$ cat src/hw/rtl/pps_pkg.sv
`default_nettype none
package pps_pkg;

  localparam int NUM_PROCS = 16;
  localparam int IDX_W     = (NUM_PROCS > 1) ? $clog2(NUM_PROCS) : 1;
  localparam int CNT_W     = $clog2(NUM_PROCS + 1);
  localparam int TIME_W    = 16;
  localparam int PRIO_W    = 8;
  localparam int SLOT_W    = 4;

  localparam logic OP_LOAD = 1'b0;
  localparam logic OP_TICK = 1'b1;

  localparam logic [TIME_W-1:0] TIME_MAX = '1;

  typedef struct packed {
    logic              operation;
    logic [SLOT_W-1:0] slot;
    logic [TIME_W-1:0] arrival_time;
    logic [TIME_W-1:0] burst_time;
    logic [PRIO_W-1:0] priority_req;
  } item_t;

  typedef struct packed {
    logic              tick_ran;
    logic [SLOT_W-1:0] process_slot;
    logic [TIME_W-1:0] time_now;
    logic              finished;
    logic [TIME_W-1:0] completion_time;
    logic [TIME_W-1:0] turnaround_time;
    logic [TIME_W-1:0] waiting_time;
    logic [TIME_W-1:0] response_time;
    logic              all_done;
  } result_t;

  // Slot write sent to one cell.
  typedef struct packed {
    logic              en;
    logic [TIME_W-1:0] arrival;
    logic [TIME_W-1:0] burst;
    logic [PRIO_W-1:0] prio;
  } cell_wr_t;

  // Best candidate so far, passed down the chain.
  typedef struct packed {
    logic              valid;
    logic [PRIO_W-1:0] prio;
    logic [TIME_W-1:0] arrival;
    logic [TIME_W-1:0] burst;
    logic [TIME_W-1:0] remaining;
    logic [TIME_W-1:0] first_run;
    logic [IDX_W-1:0]  index;
  } cand_t;

  typedef enum logic [3:0] {
    ST_IDLE = 4'b0001,
    ST_SCAN = 4'b0010,
    ST_EVAL = 4'b0100,
    ST_EMIT = 4'b1000
  } state_e;

  function automatic logic [TIME_W-1:0] sat_sub(input logic [TIME_W-1:0] a,
                                                input logic [TIME_W-1:0] b);
    logic [TIME_W-1:0] r;
    r = (a > b) ? (a - b) : '0;
    return r;
  endfunction

endpackage
`default_nettype wire

$ cat src/hw/rtl/pps_cell.sv
`default_nettype none
module pps_cell (
  input  logic                          clk_i,
  input  logic                          rst_ni,
  input  logic [pps_pkg::IDX_W-1:0]     cell_idx_i,
  input  pps_pkg::cell_wr_t             wr_i,
  input  logic                          run_i,
  input  logic [pps_pkg::TIME_W-1:0]    time_i,
  input  pps_pkg::cand_t                cand_i,
  output pps_pkg::cand_t                cand_o,
  output logic                          idle_o
);
  import pps_pkg::*;

  logic              loaded_q, loaded_d;
  logic              done_q, done_d;
  logic [TIME_W-1:0] arrival_q, burst_q, remaining_q, first_run_q;
  logic [PRIO_W-1:0] prio_q;
  cand_t             own;
  cand_t             cand_q, cand_d;
  logic              eligible, better;

  assign idle_o = !loaded_q || done_q;

  always_comb begin
    own.valid     = 1'b1;
    own.prio      = prio_q;
    own.arrival   = arrival_q;
    own.burst     = burst_q;
    own.remaining = remaining_q;
    own.first_run = first_run_q;
    own.index     = cell_idx_i;
    eligible = loaded_q && !done_q && (arrival_q <= time_i);
    // strictly better only, so ties stay with the lower slot upstream
    better = eligible && (!cand_i.valid || (prio_q > cand_i.prio) ||
             ((prio_q == cand_i.prio) && (arrival_q < cand_i.arrival)));
    cand_d = better ? own : cand_i;
  end

  always_comb begin
    loaded_d = loaded_q;
    done_d   = done_q;
    if (wr_i.en) begin
      loaded_d = 1'b1;
      done_d   = (wr_i.burst == '0);
    end else if (run_i && (remaining_q == TIME_W'(1))) begin
      done_d = 1'b1;
    end
  end

  always_ff @(posedge clk_i or negedge rst_ni) begin
    if (!rst_ni) begin
      loaded_q <= 1'b0;
      done_q   <= 1'b0;
      cand_q   <= '0;
    end else begin
      loaded_q <= loaded_d;
      done_q   <= done_d;
      cand_q   <= cand_d;
    end
  end

  always_ff @(posedge clk_i) begin
    if (wr_i.en) begin
      arrival_q   <= wr_i.arrival;
      burst_q     <= wr_i.burst;
      remaining_q <= wr_i.burst;
      prio_q      <= wr_i.prio;
      first_run_q <= '0;
    end else if (run_i) begin
      if (remaining_q == burst_q) begin
        first_run_q <= time_i;
      end
      remaining_q <= remaining_q - TIME_W'(1);
    end
  end

  assign cand_o = cand_q;

endmodule
`default_nettype wire

$ cat src/hw/rtl/preemptive_priority_scheduler.sv
`default_nettype none
// Channel   Direction  Handshake                 Payload
// item      in         start & !busy             item_i   (pps_pkg::item_t)
// result    out        valid_o, one cycle        result_o (pps_pkg::result_t)
//
// A load item writes its slot cell and leaves busy low. A tick item holds
// busy through ST_SCAN, ST_EVAL and ST_EMIT: the best-candidate token walks
// the row of slot cells one cell per cycle, then ST_EVAL and ST_EMIT form the
// timing figures, and the result strobes in the cycle busy falls.
// Reset clears the loaded and done flags, the clock and the controller.
// The receiver cannot stall: valid_o is high for exactly one cycle per tick.
module preemptive_priority_scheduler (
  input  logic             clk_i,
  input  logic             rst_ni,
  input  logic             start,
  output logic             busy,
  input  pps_pkg::item_t   item_i,
  output logic             valid_o,
  output pps_pkg::result_t result_o
);
  import pps_pkg::*;

  state_e            state_q, state_d;
  logic [CNT_W-1:0]  cnt_q, cnt_d;
  logic [TIME_W-1:0] clock_q, clock_d;
  logic              accept, commit;

  cand_t             chain [NUM_PROCS+1];
  logic [NUM_PROCS-1:0] idle_vec;
  cell_wr_t          wr;
  cand_t             win, win_q;
  logic [TIME_W-1:0] clock_inc;
  logic [TIME_W-1:0] first_q, tat_q, resp_q;
  logic              fin;
  logic              valid_q;
  result_t           result_q;

  assign busy    = (state_q != ST_IDLE);
  assign accept  = start && !busy;
  assign valid_o = valid_q;
  assign result_o = result_q;

  // Shared slot write; each cell's enable is gated by its own slot index.
  assign wr.en      = accept && (item_i.operation == OP_LOAD);
  assign wr.arrival = item_i.arrival_time;
  assign wr.burst   = item_i.burst_time;
  assign wr.prio    = item_i.priority_req;

  assign chain[0] = '0;
  assign win      = chain[NUM_PROCS];
  // The last cell holds the full sweep when cnt_q reaches NUM_PROCS.
  assign commit   = (state_q == ST_SCAN) && (cnt_q == CNT_W'(NUM_PROCS));
  assign clock_inc = (clock_q < TIME_MAX) ? (clock_q + TIME_W'(1)) : TIME_MAX;

  for (genvar i = 0; i < NUM_PROCS; i++) begin : g_cell
    cell_wr_t cwr;
    logic     run;
    always_comb begin
      cwr    = wr;
      cwr.en = wr.en && (32'(item_i.slot) == i);
    end
    assign run = commit && win.valid && (win.index == IDX_W'(i));
    pps_cell u_cell (
      .clk_i      (clk_i),
      .rst_ni     (rst_ni),
      .cell_idx_i (IDX_W'(i)),
      .wr_i       (cwr),
      .run_i      (run),
      .time_i     (clock_q),
      .cand_i     (chain[i]),
      .cand_o     (chain[i+1]),
      .idle_o     (idle_vec[i])
    );
  end

  always_comb begin
    state_d = state_q;
    cnt_d   = cnt_q;
    clock_d = clock_q;
    case (state_q)
      ST_IDLE: begin
        if (accept && (item_i.operation == OP_TICK)) begin
          state_d = ST_SCAN;
          cnt_d   = '0;
        end
      end
      ST_SCAN: begin
        cnt_d = cnt_q + CNT_W'(1);
        if (commit) begin
          state_d = ST_EVAL;
          clock_d = clock_inc;
        end
      end
      ST_EVAL: state_d = ST_EMIT;
      ST_EMIT: state_d = ST_IDLE;
      default: state_d = ST_IDLE;
    endcase
  end

  always_ff @(posedge clk_i or negedge rst_ni) begin
    if (!rst_ni) begin
      state_q <= ST_IDLE;
      cnt_q   <= '0;
      clock_q <= '0;
      valid_q <= 1'b0;
    end else begin
      state_q <= state_d;
      cnt_q   <= cnt_d;
      clock_q <= clock_d;
      valid_q <= (state_q == ST_EMIT);
    end
  end

  assign fin = win_q.valid && (win_q.remaining == TIME_W'(1));

  always_ff @(posedge clk_i) begin
    // Latch the winner and its first run time at commit.
    if (commit) begin
      win_q   <= win;
      first_q <= (win.remaining == win.burst) ? clock_q : win.first_run;
    end
    // First subtraction stage.
    if (state_q == ST_EVAL) begin
      tat_q  <= sat_sub(clock_q, win_q.arrival);
      resp_q <= sat_sub(first_q, win_q.arrival);
    end
    // Second stage and output register.
    if (state_q == ST_EMIT) begin
      result_q.tick_ran        <= win_q.valid;
      result_q.process_slot    <= win_q.valid ? SLOT_W'(win_q.index) : '0;
      result_q.time_now        <= clock_q;
      result_q.finished        <= fin;
      result_q.completion_time <= fin ? clock_q : '0;
      result_q.turnaround_time <= fin ? tat_q : '0;
      result_q.waiting_time    <= fin ? sat_sub(tat_q, win_q.burst) : '0;
      result_q.response_time   <= fin ? resp_q : '0;
      result_q.all_done        <= &idle_vec;
    end
  end

endmodule
`default_nettype wire
$ cat config.mk
export PLATFORM = sky130hd
export DESIGN_NAME = preemptive_priority_scheduler
export DESIGN_NICKNAME = d
export VERILOG_FILES = /design/src/hw/rtl/pps_pkg.sv /design/src/hw/rtl/pps_cell.sv /design/src/hw/rtl/preemptive_priority_scheduler.sv
export SDC_FILE = /design/constraint.sdc
export NUM_CORES = 2
export LEC_CHECK = 0
export ABC_AREA = 0
export ABC_CLOCK_PERIOD_IN_PS = 21200
export BUFFER_PORTS_ARGS = -buffer_cell sky130_fd_sc_hd__buf_2
export CORE_MARGIN = 3
export CORE_UTILIZATION = 30
export CTS_CLUSTER_SIZE = 10
export DETAILED_ROUTE_END_ITERATION = 8
export GPL_TIMING_DRIVEN = 0
export PLACE_DENSITY = 0.55
export SYNTH_ARGS = -nofsm -noshare
export SYNTH_HDL_FRONTEND = slang
export SYNTH_HIERARCHICAL = 1
export SYNTH_SLANG_ARGS = --single-unit
$ cat constraint.sdc
create_clock -name clk_i -period 21.2 [get_ports clk_i]
set_input_delay 1.06 -clock clk_i [delete_from_list [all_inputs] [get_ports clk_i]]
set_output_delay 1.06 -clock clk_i [all_outputs]
set_load 0.01 [all_outputs]
==> results.sh <==
export IMPL_wirelength_um=304000
export IMPL_worstHoldPathType="input pin to asynchronous set/reset pin"
export IMPL_r2r_slack_ns=15.57
export IMPL_antenna_left=0
export IMPL_clockBufferDepth=4
export IMPL_drive_gt1_share_pct=20.9
export IMPL_fmax_ghz=0.178
export IMPL_ioPinCount=137
export IMPL_path_clk_slew_ns=0.06
export IMPL_syn_avg_cell_area_um2=13.3
export IMPL_p_total_mw=11.7
export IMPL_drt_iter0_drc=4574
export IMPL_crit_type="register to register"
export IMPL_reg2reg_depth=11
export IMPL_drv_slew=0
export IMPL_powerDensity_nw_per_um2=82.2
export IMPL_htreeDepth=5
export IMPL_ctsResizeCount=0
export IMPL_worstMarginPinSlew_ns=1.46
export IMPL_rsz0062_at_grt="false"
export IMPL_vias_per_cell=4.46
export IMPL_gr_total_overflow=0
export IMPL_cts_setup_buffers=0
export IMPL_r2r_end="g_cell[2].u_cell/remaining_q[10]$_DFFE_PP_"
export IMPL_hold_viol=0
export IMPL_synth_cells=9318
export IMPL_grt_pass1_wl_um=458000
export IMPL_period_needed_ns=5.63
export IMPL_core_um2=410000
export IMPL_antenna_found_initial=6
export IMPL_cts_root_buf="clkbuf_16"
export IMPL_setup_viol_count_final=0
export IMPL_rr_startpoint="state_q[0]$_DFFE_PN1P_"
export IMPL_avgRoutedWirePerCell_um=19.4
export IMPL_crit_fanout=16
export IMPL_synth_area_um2=124000
export IMPL_clk_latency_ns=0.88
export IMPL_post_route_period_util_pct=26.5
export IMPL_cts_sinks=2622
export IMPL_layout_setup_ws_ns=15.57
export IMPL_tritoncts="done"
export IMPL_grt_total_usage_pct=14.3
export IMPL_gp_congestion=0.870
export IMPL_dieWidth_um=648
export IMPL_grt_pass1_vias=71900
export IMPL_initial_core_util_pct=30.1
export IMPL_slew_headroom_pct=2.43
export IMPL_tns_ns=0
export IMPL_rows=235
export IMPL_start_kind="register"
export IMPL_arrival_ns=6.13
export IMPL_hpwl_um=218000
export IMPL_port_buffers=136
export IMPL_crit_required_ns=21.70
export IMPL_vias=70000
export IMPL_leakagePower_nw=56.3
export IMPL_grt_max_degree=162
export IMPL_cts_buffers=307
export IMPL_pre_cts_ws_ns=15.59
export IMPL_worst_setup_path_end_kind="register"
export IMPL_holdBufCountCts=0
export IMPL_vdd_drop_max_mv=0.0568
export IMPL_nets=10700
export IMPL_drtPass1Iterations=5
export IMPL_area_delta_synth_final_pct=14.9
export IMPL_synth_warnings=6
export IMPL_dieArea_um2=420000
export IMPL_finClkSkew_ns=0.0628
export IMPL_drv_cap=0
export IMPL_drc=0
export IMPL_status="finished, final reports clean"
export IMPL_die_height_um=648
==> worst max-delay path: stages (launching register included) <==
cell      delay, ns
dfstp_2        0.60
nor4b_1        0.53
nand2_1        0.45
nor2_1         0.30
nand3b_1       0.60
nor3_2         0.74
buf_6          0.26
buf_6          0.18
buf_6          0.17
clkbuf_1       0.34
clkbuf_1       0.55
or2_2          0.50
==> sequential cells by signal, summed over array words and instances (netlist names) <==
register / count
g_cell.u_cell/burst_q: 256
g_cell.u_cell/remaining_q: 256
g_cell.u_cell/done_q: 16
first_q: 16
clock_q: 16
resp_q: 16
win_q: 53
tat_q: 16
g_cell.u_cell/prio_q: 128
state_q: 4
result_o: 87
g_cell.u_cell/cand_o: 1224
g_cell.u_cell/first_run_q: 256
g_cell.u_cell/loaded_q: 16
valid_o: 1
g_cell.u_cell/arrival_q: 256
cnt_q: 5
==> worst max path at each step <==
stage                                            endpoint  slack [ns]  cells after the start                    from
2_1_floorplan                           valid_o$_DFF_PN0_       10.69                      1  state_q[3]$_DFFE_PN0P_
3_3_place_gp                         cnt_q[2]$_DFFE_PN0P_       -9.85                      1                  rst_ni
3_5_place_dp   g_cell[2].u_cell/remaining_q[11]$_DFFE_PP_       15.59                     11  state_q[0]$_DFFE_PN1P_
4_1_cts        g_cell[2].u_cell/remaining_q[10]$_DFFE_PP_       15.57                     11  state_q[0]$_DFFE_PN1P_
5_1_grt        g_cell[2].u_cell/remaining_q[10]$_DFFE_PP_       15.32                     11  state_q[0]$_DFFE_PN1P_
6_report       g_cell[2].u_cell/remaining_q[10]$_DFFE_PP_       15.57                     11  state_q[0]$_DFFE_PN1P_
==> layout by cell type (no fill, tap or decap), types with 121 or more instances in the layout <==
cell and instances:
xnor2_1 350, nand2_1 556, mux2_4 632, dfrtp_1 1265
mux2_2 611, dfxtp_1 256, inv_1 771, a21oi_1 237
nor2_1 462, conb_1 165, nand4_1 134, clkbuf_16 314
nor3_1 242, nor4_1 121, ha_1 707, mux2i_1 258
buf_2 143, clkbuf_1 361, edfxtp_1 1084, xor2_1 158
o21ai_0 359
==> power breakdown <==
part	leakage [nW]	internal (mW)	switching, mW
clock network	4.24	2.79	2.00
logic	25.4	0.491	0.482
registers	26.7	5.69	0.215
==> metrics by stage <==
step | hold WS [ns] | area, µm² | util (%) | std cells
after floorplan | 0.401 | 124000 | - | 9481
after global placement | 0.404 | 132000 | 32.1 | 15100
after detailed placement | 0.404 | 133000 | 32.5 | 15100
after CTS | 0.0302 | 142000 | 34.6 | 15700
after global routing | 0.0645 | 142000 | 34.6 | 15700
final | 0.0893 | 142000 | 34.6 | 15700
==> layer usage <==
| metal | GRT usage [%] | part of all wire, % |
|---|---|---|
| met1 | 20.2 | 48 |
| met2 | 22.8 | 45 |
| met3 | 1.60 | 3.9 |
| met4 | 4.81 | 3.4 |
| met5 | 0 | 0 |
==> area by class of cell <==
class | instances | area (µm²)
fillers | 40100 | 268000
flip-flops and latches | 2622 | 69800
multi-input cells | 5787 | 49100
clock buffers | 531 | 8720
well taps | 5451 | 6820
inverters | 772 | 2900
plain buffers | 300 | 2550
repair buffers | 200 | 1850
clock inverters | 13 | 176
diodes | 7 | 17.5
Note: power is estimated with default switching activity, not from simulation.
